--- src/hw/rtl/assert_macros.svh ---
// Assertion helper macros for the cache tracker RTL.
`ifndef ASSERT_MACROS_SVH
`define ASSERT_MACROS_SVH

// Checked on every clock edge outside reset.
`define SLCT_ASSERT(label, cond, msg) \
   label: assert property (@(posedge clock) disable iff (reset) (cond)) else $error(msg);

// Checked on every clock edge, reset included.
`define SLCT_ASSERT_ALWAYS(label, cond, msg) \
   label: assert property (@(posedge clock) (cond)) else $error(msg);

`endif

--- src/hw/rtl/slct_pkg.sv ---
// Shared types and constants of the cache tracker.
`default_nettype none
package slct_pkg;

   localparam int ADDR_W      = 64;
   localparam int TAG_W       = 64;
   localparam int SET_INDEX_W = 6;
   localparam int OUT_COUNT_W = 32;

   localparam int SET_BITS_W   = 3;
   localparam int WAYS_FIELD_W = 3;
   localparam int BLOCK_BITS_W = 6;

   localparam int CSR_ADDR_W = 4;
   localparam int CSR_DATA_W = 32;

   typedef enum logic [1:0] {
      CSR_SET_BITS   = 2'd0,
      CSR_WAYS       = 2'd1,
      CSR_BLOCK_BITS = 2'd2,
      CSR_UNUSED     = 2'd3
   } csr_index_type;

   typedef enum logic [1:0] {
      ACT_LOAD   = 2'd0,
      ACT_STORE  = 2'd1,
      ACT_MODIFY = 2'd2,
      ACT_FETCH  = 2'd3
   } action_type;

   typedef enum logic [1:0] {
      OUT_HIT   = 2'd0,
      OUT_FILL  = 2'd1,
      OUT_EVICT = 2'd2
   } outcome_type;

   typedef enum logic {
      ST_IDLE   = 1'b0,
      ST_LOOKUP = 1'b1
   } state_type;

   // Per-cycle controls from the sequencer.
   typedef struct packed {
      logic req_ready;
      logic mem_rd_en;
      logic mem_wr_en;
      logic commit;
   } ctrl_type;

endpackage
`default_nettype wire

--- src/hw/rtl/slct_way_logic.sv ---
// Tag compare, victim choice and LRU rank update for one set row.
`default_nettype none
module slct_way_logic import slct_pkg::*; #(
   parameter int MAX_WAYS = 4,
   parameter int WAY_W    = (MAX_WAYS > 1) ? $clog2(MAX_WAYS) : 1,
   parameter int WCNT_W   = $clog2(MAX_WAYS + 1)
) (
   input  wire logic [TAG_W-1:0]                   tag_i,
   input  wire logic [WCNT_W-1:0]                  ways_i,
   input  wire logic [MAX_WAYS-1:0]                valid_i,
   input  wire logic [MAX_WAYS-1:0][TAG_W-1:0]     tags_i,
   input  wire logic [MAX_WAYS-1:0][WAY_W-1:0]     ranks_i,
   output outcome_type                             outcome_o,
   output logic      [MAX_WAYS-1:0]                valid_o,
   output logic      [MAX_WAYS-1:0][TAG_W-1:0]     tags_o,
   output logic      [MAX_WAYS-1:0][WAY_W-1:0]     ranks_o
);

   logic [MAX_WAYS-1:0] used;
   logic                hit;
   logic                free;
   logic [WAY_W-1:0]    hit_way;
   logic [WAY_W-1:0]    free_way;
   logic [WAY_W-1:0]    evict_way;
   logic [WAY_W-1:0]    chosen;
   logic [WAY_W:0]      old_rank;

   // Priority search: lowest matching way, lowest free way, oldest way.
   always_comb begin
      hit       = 1'b0;
      free      = 1'b0;
      hit_way   = '0;
      free_way  = '0;
      evict_way = '0;
      for (int w = 0; w < MAX_WAYS; w++) begin
         used[w] = (w < int'(ways_i));
      end
      for (int w = 0; w < MAX_WAYS; w++) begin
         if (!hit && used[w] && valid_i[w] && (tags_i[w] == tag_i)) begin
            hit     = 1'b1;
            hit_way = WAY_W'(w);
         end
         if (!free && used[w] && !valid_i[w]) begin
            free     = 1'b1;
            free_way = WAY_W'(w);
         end
      end
      for (int w = 1; w < MAX_WAYS; w++) begin
         if (used[w] && (ranks_i[w] > ranks_i[evict_way])) begin
            evict_way = WAY_W'(w);
         end
      end
   end

   always_comb begin
      if (hit) begin
         outcome_o = OUT_HIT;
         chosen    = hit_way;
      end else if (free) begin
         outcome_o = OUT_FILL;
         chosen    = free_way;
      end else begin
         outcome_o = OUT_EVICT;
         chosen    = evict_way;
      end
   end

   // A fill ages every other valid line; otherwise only the younger ones.
   always_comb begin
      if (outcome_o == OUT_FILL) begin
         old_rank = (WAY_W + 1)'(MAX_WAYS);
      end else begin
         old_rank = {1'b0, ranks_i[chosen]};
      end
      for (int w = 0; w < MAX_WAYS; w++) begin
         if (WAY_W'(w) == chosen) begin
            ranks_o[w] = '0;
            tags_o[w]  = tag_i;
            valid_o[w] = 1'b1;
         end else begin
            tags_o[w]  = tags_i[w];
            valid_o[w] = valid_i[w];
            if (used[w] && valid_i[w] && ({1'b0, ranks_i[w]} < old_rank) &&
                (int'(ranks_i[w]) < MAX_WAYS - 1)) begin
               ranks_o[w] = ranks_i[w] + WAY_W'(1);
            end else begin
               ranks_o[w] = ranks_i[w];
            end
         end
      end
   end

endmodule
`default_nettype wire

--- config.mk ---
export PLATFORM = sky130hd
export DESIGN_NAME = slct_way_logic
export DESIGN_NICKNAME = d
export VERILOG_FILES = /design/src/hw/rtl/assert_macros.svh /design/src/hw/rtl/slct_pkg.sv /design/src/hw/rtl/slct_way_logic.sv
export SDC_FILE = /design/constraint.sdc
export NUM_CORES = 1
export LEC_CHECK = 0
export BUFFER_PORTS_ARGS = -buffer_cell sky130_fd_sc_hd__buf_2
export CORE_AREA = 2 2 233 235
export DETAILED_ROUTE_END_ITERATION = 8
export DIE_AREA = 0 0 235 237
export PLACE_DENSITY = 0.47
export SETUP_SLACK_MARGIN = 0.5
export SYNTH_ARGS = -nofsm -noshare
export SYNTH_HDL_FRONTEND = slang
export SYNTH_SLANG_ARGS = --single-unit
--- constraint.sdc ---
create_clock -name vclk -period 13.55
set_input_delay 2.71 -clock vclk [all_inputs]
set_output_delay 2.71 -clock vclk [all_outputs]
set_load 0.1 [all_outputs]
**After elaboration in Yosys (flattened, before gate mapping)**

Cells that the tools add are included.

- $add $sub $neg: 4
- $mul: 0
- Div/mod/pow operators: 0
- Order comparisons: 18
- Equal/unequal tests: 8
- Shifts and indexed selects: 0
- Mux-type cells: 44
- Bitwise operators: 0
- Reductions and logical operators: 43

Operators with widths:

| kind | number |
|---|---|
| $eq 64x64->1 | 4 |
| $mux 64 | 4 |
| $mux 2 | 21 |
| $logic_and 1x1->1 | 32 |
| $mux 1 | 15 |
| $bmux 2 s2 | 3 |
| $lt 2x3->1 | 4 |
| $logic_not 1->1 | 10 |
| $lt 2x3->1 const B | 3 |
| $add 2x1->2 const B | 4 |
| $lt 2x2->1 const B | 4 |
| $gt 2x2->1 | 3 |
| $lt 1x3->1 const A | 2 |
| $lt 2x3->1 const A | 2 |
| $eq 2x2->1 const A | 2 |
| $mux 3 | 1 |
| $eq 1x2->1 const A | 1 |
| $eq 2x1->1 const B | 1 |
| $logic_not 2->1 | 1 |

- Bits in registers: 0
- Latch bits: 0
- Memory bits (writable): 0
- Memory bits (read-only): 0
- Input port bits: 335
- Output and inout bits: 270
- Logic and storage cells: 117
- Memories: 0

**Longest topological paths before layout**

Gate-level depths: netlist of run 1.

- Depth in word-level cells: 28
- Gate-level depth with buffers: 27
- Gate-level depth less buffers: 27

**Least setup slack after synthesis of run 1**

Ideal clock, no wire load.

- Kind: input to output
- Start point: input port ranks_i[1] (netlist name)
- End point: output port ranks_o[2] (netlist name)
- Data arrival time: 8.419 ns
- Data required time: 10.840 ns
- Slack: 2.421 ns
- Stages on the path: 25
- Path buffers: 0
- Cells stage by stage: inv_1 ha_1 nor2b_1 o221ai_1 mux2i_1 ha_1 nor2b_1 o211ai_1 nand2_1 o21ai_0 ha_1 nor2b_1 o211ai_1 o211ai_1 o21ai_0 o21a_1 o21ai_0 nand2_1 mux2_2 o211ai_1 ha_1 nor2_1 o21ai_0 o21ai_2 mux2i_1

RTL lines:

| item | RTL line | text |
|---|---|---|
| start, declared | slct_way_logic.sv:12 | `input wire logic [MAX_WAYS-1:0][WAY_W-1:0] ranks_i,` |
| end, declared | slct_way_logic.sv:16 | `output logic [MAX_WAYS-1:0][WAY_W-1:0] ranks_o` |

==> results of run 1 <==
==> routing by layer <==
layer  share of wire, %  vias up  track usage [%]  wire length (um)
li1                   -     4401                -                 -
met1                 42     4818             28.6             28000
met2                 50      498             40.8             32900
met3                5.5       60             2.83              3660
met4                2.7       12             4.49              1800
met5               0.12        -                0                77
==> worst max path at each step <==
stage / endpoint / slack (ns)
finish: ranks_o[1] / 1.84
global route: ranks_o[1] / 1.33
CTS: ranks_o[1] / 1.73
detailed placement: ranks_o[1] / 1.75
global placement: ranks_o[1] / 1.72
floorplan: ranks_o[2] / 2.42
==> tightest hold or removal path, stage by stage <==
cell and delay (ns):
buf_2 0.11, nand2_1 0.05, o21ai_0 0.06, buf_2 0.29
==> layout by cell type, fill, tap and decap left out, types with 9 or more instances in the layout <==
| cell type | Yosys | layout |
|---|---|---|
| buf_2 | 41 | 605 |
| mux2_2 | 243 | 243 |
| xor2_1 | 122 | 122 |
| xnor2_1 | 122 | 122 |
| nand2_1 | 59 | 58 |
| nor4_1 | 43 | 42 |
| nand4_1 | 40 | 40 |
| o21ai_0 | 31 | 31 |
| nor2_1 | 26 | 25 |
| inv_1 | 19 | 19 |
| ha_1 | 14 | 14 |
| nor2b_1 | 12 | 12 |
| nand2b_1 | 12 | 11 |
| or4_1 | 9 | 9 |
==> cell type report <==
cell class         count  area (um^2)  share of cell area, %
inverters             21         78.8                  0.708
repair buffers       613         3100                   27.8
multi-input cells    822         7070                   63.4
well taps            696          871                   7.82
diodes                 8         20.0                  0.180
==> power by group <==
group          internal (mW)  switching (mW)     total, mW
Combinational          0.251            1.01          1.26
Clock           0.0000000511               0  0.0000000512
Sequential                 0               0             0
==> through the flow <==
stage                     hold WS (ns)  setup slack, ns  instance area (um^2)  instances
after global placement            5.93             1.72                 11100       2152
after CTS                         5.93             1.73                 11100       2152
after detailed placement          5.93             1.75                 11100       2152
after floorplan                   5.85             2.42                  7610        941
after global routing              5.95             1.33                 11100       2152
final                             5.93             1.84                 11100       2160
==> cell families after synthesis <==
| group | Yosys count |
|---|---|
| and+or+nand+nor | 236 |
| xor gates and xnor gates | 245 |
| adders and majority gates | 15 |
| buffers and inverters | 119 |
| muxes | 251 |
| AOI/OAI and AO/OA | 75 |
==> impl_metrics.ini, run 1 <==
[cells_and_area]
clock_buffers = 0
finalNetCount = 1807
seq_cells = 0
final.fill_count = 6100
fin_util_pct = 20.9
syn_to_final_growth_pct = 46.2
drive_gt1_share_pct = 60.3
regArea_um2 = 0

[worst_setup_path]
required_ns = 10.84
crit_fanout = 5
crit_path_start_kind = primary input
timing.critical_path.from = ranks_i[1]
critPathBufInv = 3
arrival_ns = 9.00
critical-path-max-stage-delay_ns = 0.54
critPathSlowestCell = o21ai_0
path_depth = 26
crit_family = compound AO/OA/AOI/OAI gates
crit_path_end_kind = output port
worst-setup-path-type = in -> out

[sta]
relSlewSlack_pct = 14.1
clock.fmax_ghz = 0.0854
fin_crit_sh_pct = 86.4
worst_slew_pin_slew_ns = 1.28
grt_setup_unrepaired = false
drv_slew = 0
hold_viol_final = 0
period_needed_ns = 11.71
fin_tns_setup_ns = 0
setup-violations-final = 0

[synthesis]
synth.top_cells.by_count = 243 x mux2_2, 122 x xnor2_1, 122 x xor2_1
yosysSeqAreaShare_pct = 0
synth_cell_types = 58
syn_area_per_cell_um2 = 8.09
yosysMostFrequentCell = mux2_2
synth_top_area_share_pct = 35.9
synth_area_leaders = mux2_2 36%, xnor2_1 14%, xor2_1 14%, nor4_1 3.5%, nand4_1 3.3%
synth_cells = 941
synth_top_family_by_area = multiplexers
synth_compound_area_share_pct = 7.15
synth_fa_ha_area_share_pct = 2.43
synth.area.mux_share_pct = 37.0
synth_nets = 1290
yosysTopAreaCell = mux2_2
yosys.area_share.simple_pct = 17.5
synth_area_mm2 = 0.00761
synth_xor_area_share_pct = 28.3
yosys_warnings = 0

[routing]
drt_wl_total_mm = 66.5
drtPass1Iterations = 5
drc = 0
wl_per_cell_um = 30.8
via_count = 9789
detail_route.iter0.violations = 470
viasPerCell = 4.53
antenna_left = 0

[floorplan]
die_area_mm2 = 0.0557
pin_count = 605
start_util_pct = 14.3
fp-row-count = 85
fp.coreArea_mm2 = 0.0533
die_h_um = 237
dieWidth_um = 235

[placement]
dp_hpwl_mm = 58.3
port_buffers = 605
gp_congestion = 0.844

[global_route]
grt_max_degree = 58
grt_pass1_vias = 9919
antenna_found_initial = 16
grt_first_pass_wirelength_mm = 86.7
gr-usage-all-layers_pct = 22.6
overflow = 0

[min_path]
worstHoldPathType = in -> out
min_delay_path_depth = 4
hold_end = tags_o[173]
hold_start = tags_i[173]

[run_status]
status = completed

[clocking]
hold_buffers = 0
cts_resized = 0
postCtsSetupRepairBufs = 0

[job]
max_cap_violations = 0

[pwr]
powerDensity_mw_per_mm2 = 114
p_total_mw = 1.26
ir_drop_uv = 61.2
p_leak_nw = 4.89
(Power assumes the default switching activity.)
==> inputs of run 2 (changes only) <==
--- a/config.mk
+++ b/config.mk
@@ -5,7 +5,7 @@
 export SDC_FILE = /design/constraint.sdc
 export NUM_CORES = 1
 export LEC_CHECK = 0
-export BUFFER_PORTS_ARGS = -buffer_cell sky130_fd_sc_hd__buf_2
+export BUFFER_PORTS_ARGS = -buffer_cell sky130_fd_sc_hd__buf_4
 export CORE_AREA = 2 2 233 235
 export DETAILED_ROUTE_END_ITERATION = 8
 export DIE_AREA = 0 0 235 237
==> run 2 against run 1 <==
  * Fmax is 1.6% higher
  * Global-route usage is 0.33 points higher
  * Hold slack worse by 0.040 ns
  * First-iteration DRC count is 9.4% higher
  * Via count is 0.76% lower
  * Critical path depth is 1 higher
  * Setup slack better by 0.19 ns
  * Count of clock-buffer cells in the layout stayed put
  * Power is 7.0% higher
  * Largest cell class unchanged
  * Highest routed layer unchanged
==> impl_metrics.ini, run 2 (synthesized netlist as in run 1, its figures left out) <==
[sta]
grt_setup_unrepaired = false
layout_setup_ws_ns = 2.03
worst_slew_pin_slew_ns = 1.07
relSlewSlack_pct = 28.9
period_needed_ns = 11.52
holdWs_ns = 5.89
hold_viol_final = 0
fin_crit_sh_pct = 85.1
setup-violations-final = 0
fin_tns_setup_ns = 0
clock.fmax_ghz = 0.0868
drv_slew = 0

[floorplan]
dieWidth_um = 235
start_util_pct = 14.3
fp.coreArea_mm2 = 0.0533
die_area_mm2 = 0.0557
fp-row-count = 85
pin_count = 605
die_h_um = 237

[pwr]
combPwrFrac_pct = 100.0
p_leak_nw = 5.41
power_frac_seq_pct = 0
p_total_mw = 1.35
p_clk_share_pct = 0
powerDensity_mw_per_mm2 = 107
switching_share_pct = 75.3
intPower_uw = 335
p_switching_mw = 1.02
ir_drop_uv = 46.9

[global_route]
grt_max_degree = 66
gr-usage-all-layers_pct = 22.9
overflow = 0
antenna_found_initial = 16
grt_pass1_vias = 9905
grt_first_pass_wirelength_mm = 87.8

[cells_and_area]
final_common_cell = buf_4
finalNetCount = 1807
stdcell_count = 2157
final_cell_mix = 613 x buf_4, 243 x mux2_2, 122 x xor2_1, 122 x xnor2_1, 58 x nand2_1
seq_cells = 0
syn_to_final_growth_pct = 65.8
clock_buffers = 0
drive_gt1_share_pct = 60.2
regArea_um2 = 0

[routing]
drt-met1-wl_mm = 27.9
drt_wl_total_mm = 67.5
wl_per_cell_um = 31.3
via_count = 9715
dr_wl_met2_mm = 32.8
top_layer = met5
drtPass1Iterations = 6
drc = 0
viasPerCell = 4.50
antenna_left = 0
detail_route.iter0.violations = 514
met3_length_mm = 4.13

[placement]
dp_cells = 2152
gp_congestion = 0.852
dpl_worst_slack_ns = 1.89
dp_hpwl_mm = 59.1
port_buffers = 605

[clocking]
hold_buffers = 0
cts_resized = 0
postCtsSetupRepairBufs = 0

[worst_setup_path]
crit_path_end_kind = output port
required_ns = 10.84
arrival_ns = 8.81
crit_fanout = 5
crit_path_start_kind = primary input
worst-setup-path-type = in -> out

[min_path]
worstHoldPathType = in -> out
hold_end = tags_o[173]
min_delay_path_depth = 4
hold_start = tags_i[173]

[run_status]
status = completed

[job]
max_cap_violations = 0
## run 2: worst max path at each step
stage,from,slack [ns],end
after detailed placement,ranks_i[1],1.89,ranks_o[1]
after global placement,ranks_i[1],1.94,ranks_o[1]
after CTS,ranks_i[1],1.86,ranks_o[1]
final,ranks_i[1],2.03,ranks_o[1]
after floorplan,ranks_i[1],2.42,ranks_o[2]
after global routing,ranks_i[1],1.53,ranks_o[1]
## run 2: worst max-delay path, cell delays in order
cell      delay, ns
buf_4          0.12
inv_1          0.06
ha_1           0.30
nor2b_1        0.13
o221ai_1       0.38
mux2i_1        0.34
ha_1           0.30
nor2b_1        0.16
o211ai_1       0.23
nand2_1        0.07
o21ai_0        0.10
ha_1           0.27
nor2b_1        0.13
o211ai_1       0.21
o211ai_1       0.24
o21ai_0        0.28
o21a_1         0.17
o21ai_0        0.08
nand2_1        0.23
mux2_2         0.37
o211ai_1       0.49
ha_1           0.30
nor2_1         0.05
o21a_1         0.20
or3_1          0.37
a21oi_2        0.17
buf_4          0.31
## run 2: final cells by class
cell class	instances	area (um^2)
antenna	5	12.5
fill	6009	40700
inverter	21	78.8
timing repair buffer	613	4600
tap	696	871
multi-input combinational	822	7060
## run 2: routing by layer
layer	global-route usage (%)	vias up
met3	4.42	75
met1	27.9	4737
met2	40.2	490
met5	0	-
met4	7.59	14
li1	-	4399
## run 2: through the flow
| step | instance area (um^2) | util (%) |
|---|---|---|
| finish | 12600 | 23.7 |
| global route | 12600 | 23.7 |
| CTS | 12600 | 23.7 |
| detailed placement | 12600 | 23.7 |
| global placement | 12600 | 23.7 |
| floorplan | 7610 | - |
## run 2: power by group through the flow
stage	logic, mW	registers, mW	clock network, mW
after floorplan	0.980	0	0
after global placement	1.36	0	0
after global routing	1.39	0	0.0000000299
final	1.35	0	0.0000000502
after CTS	1.36	0	0
after detailed placement	1.36	0	0
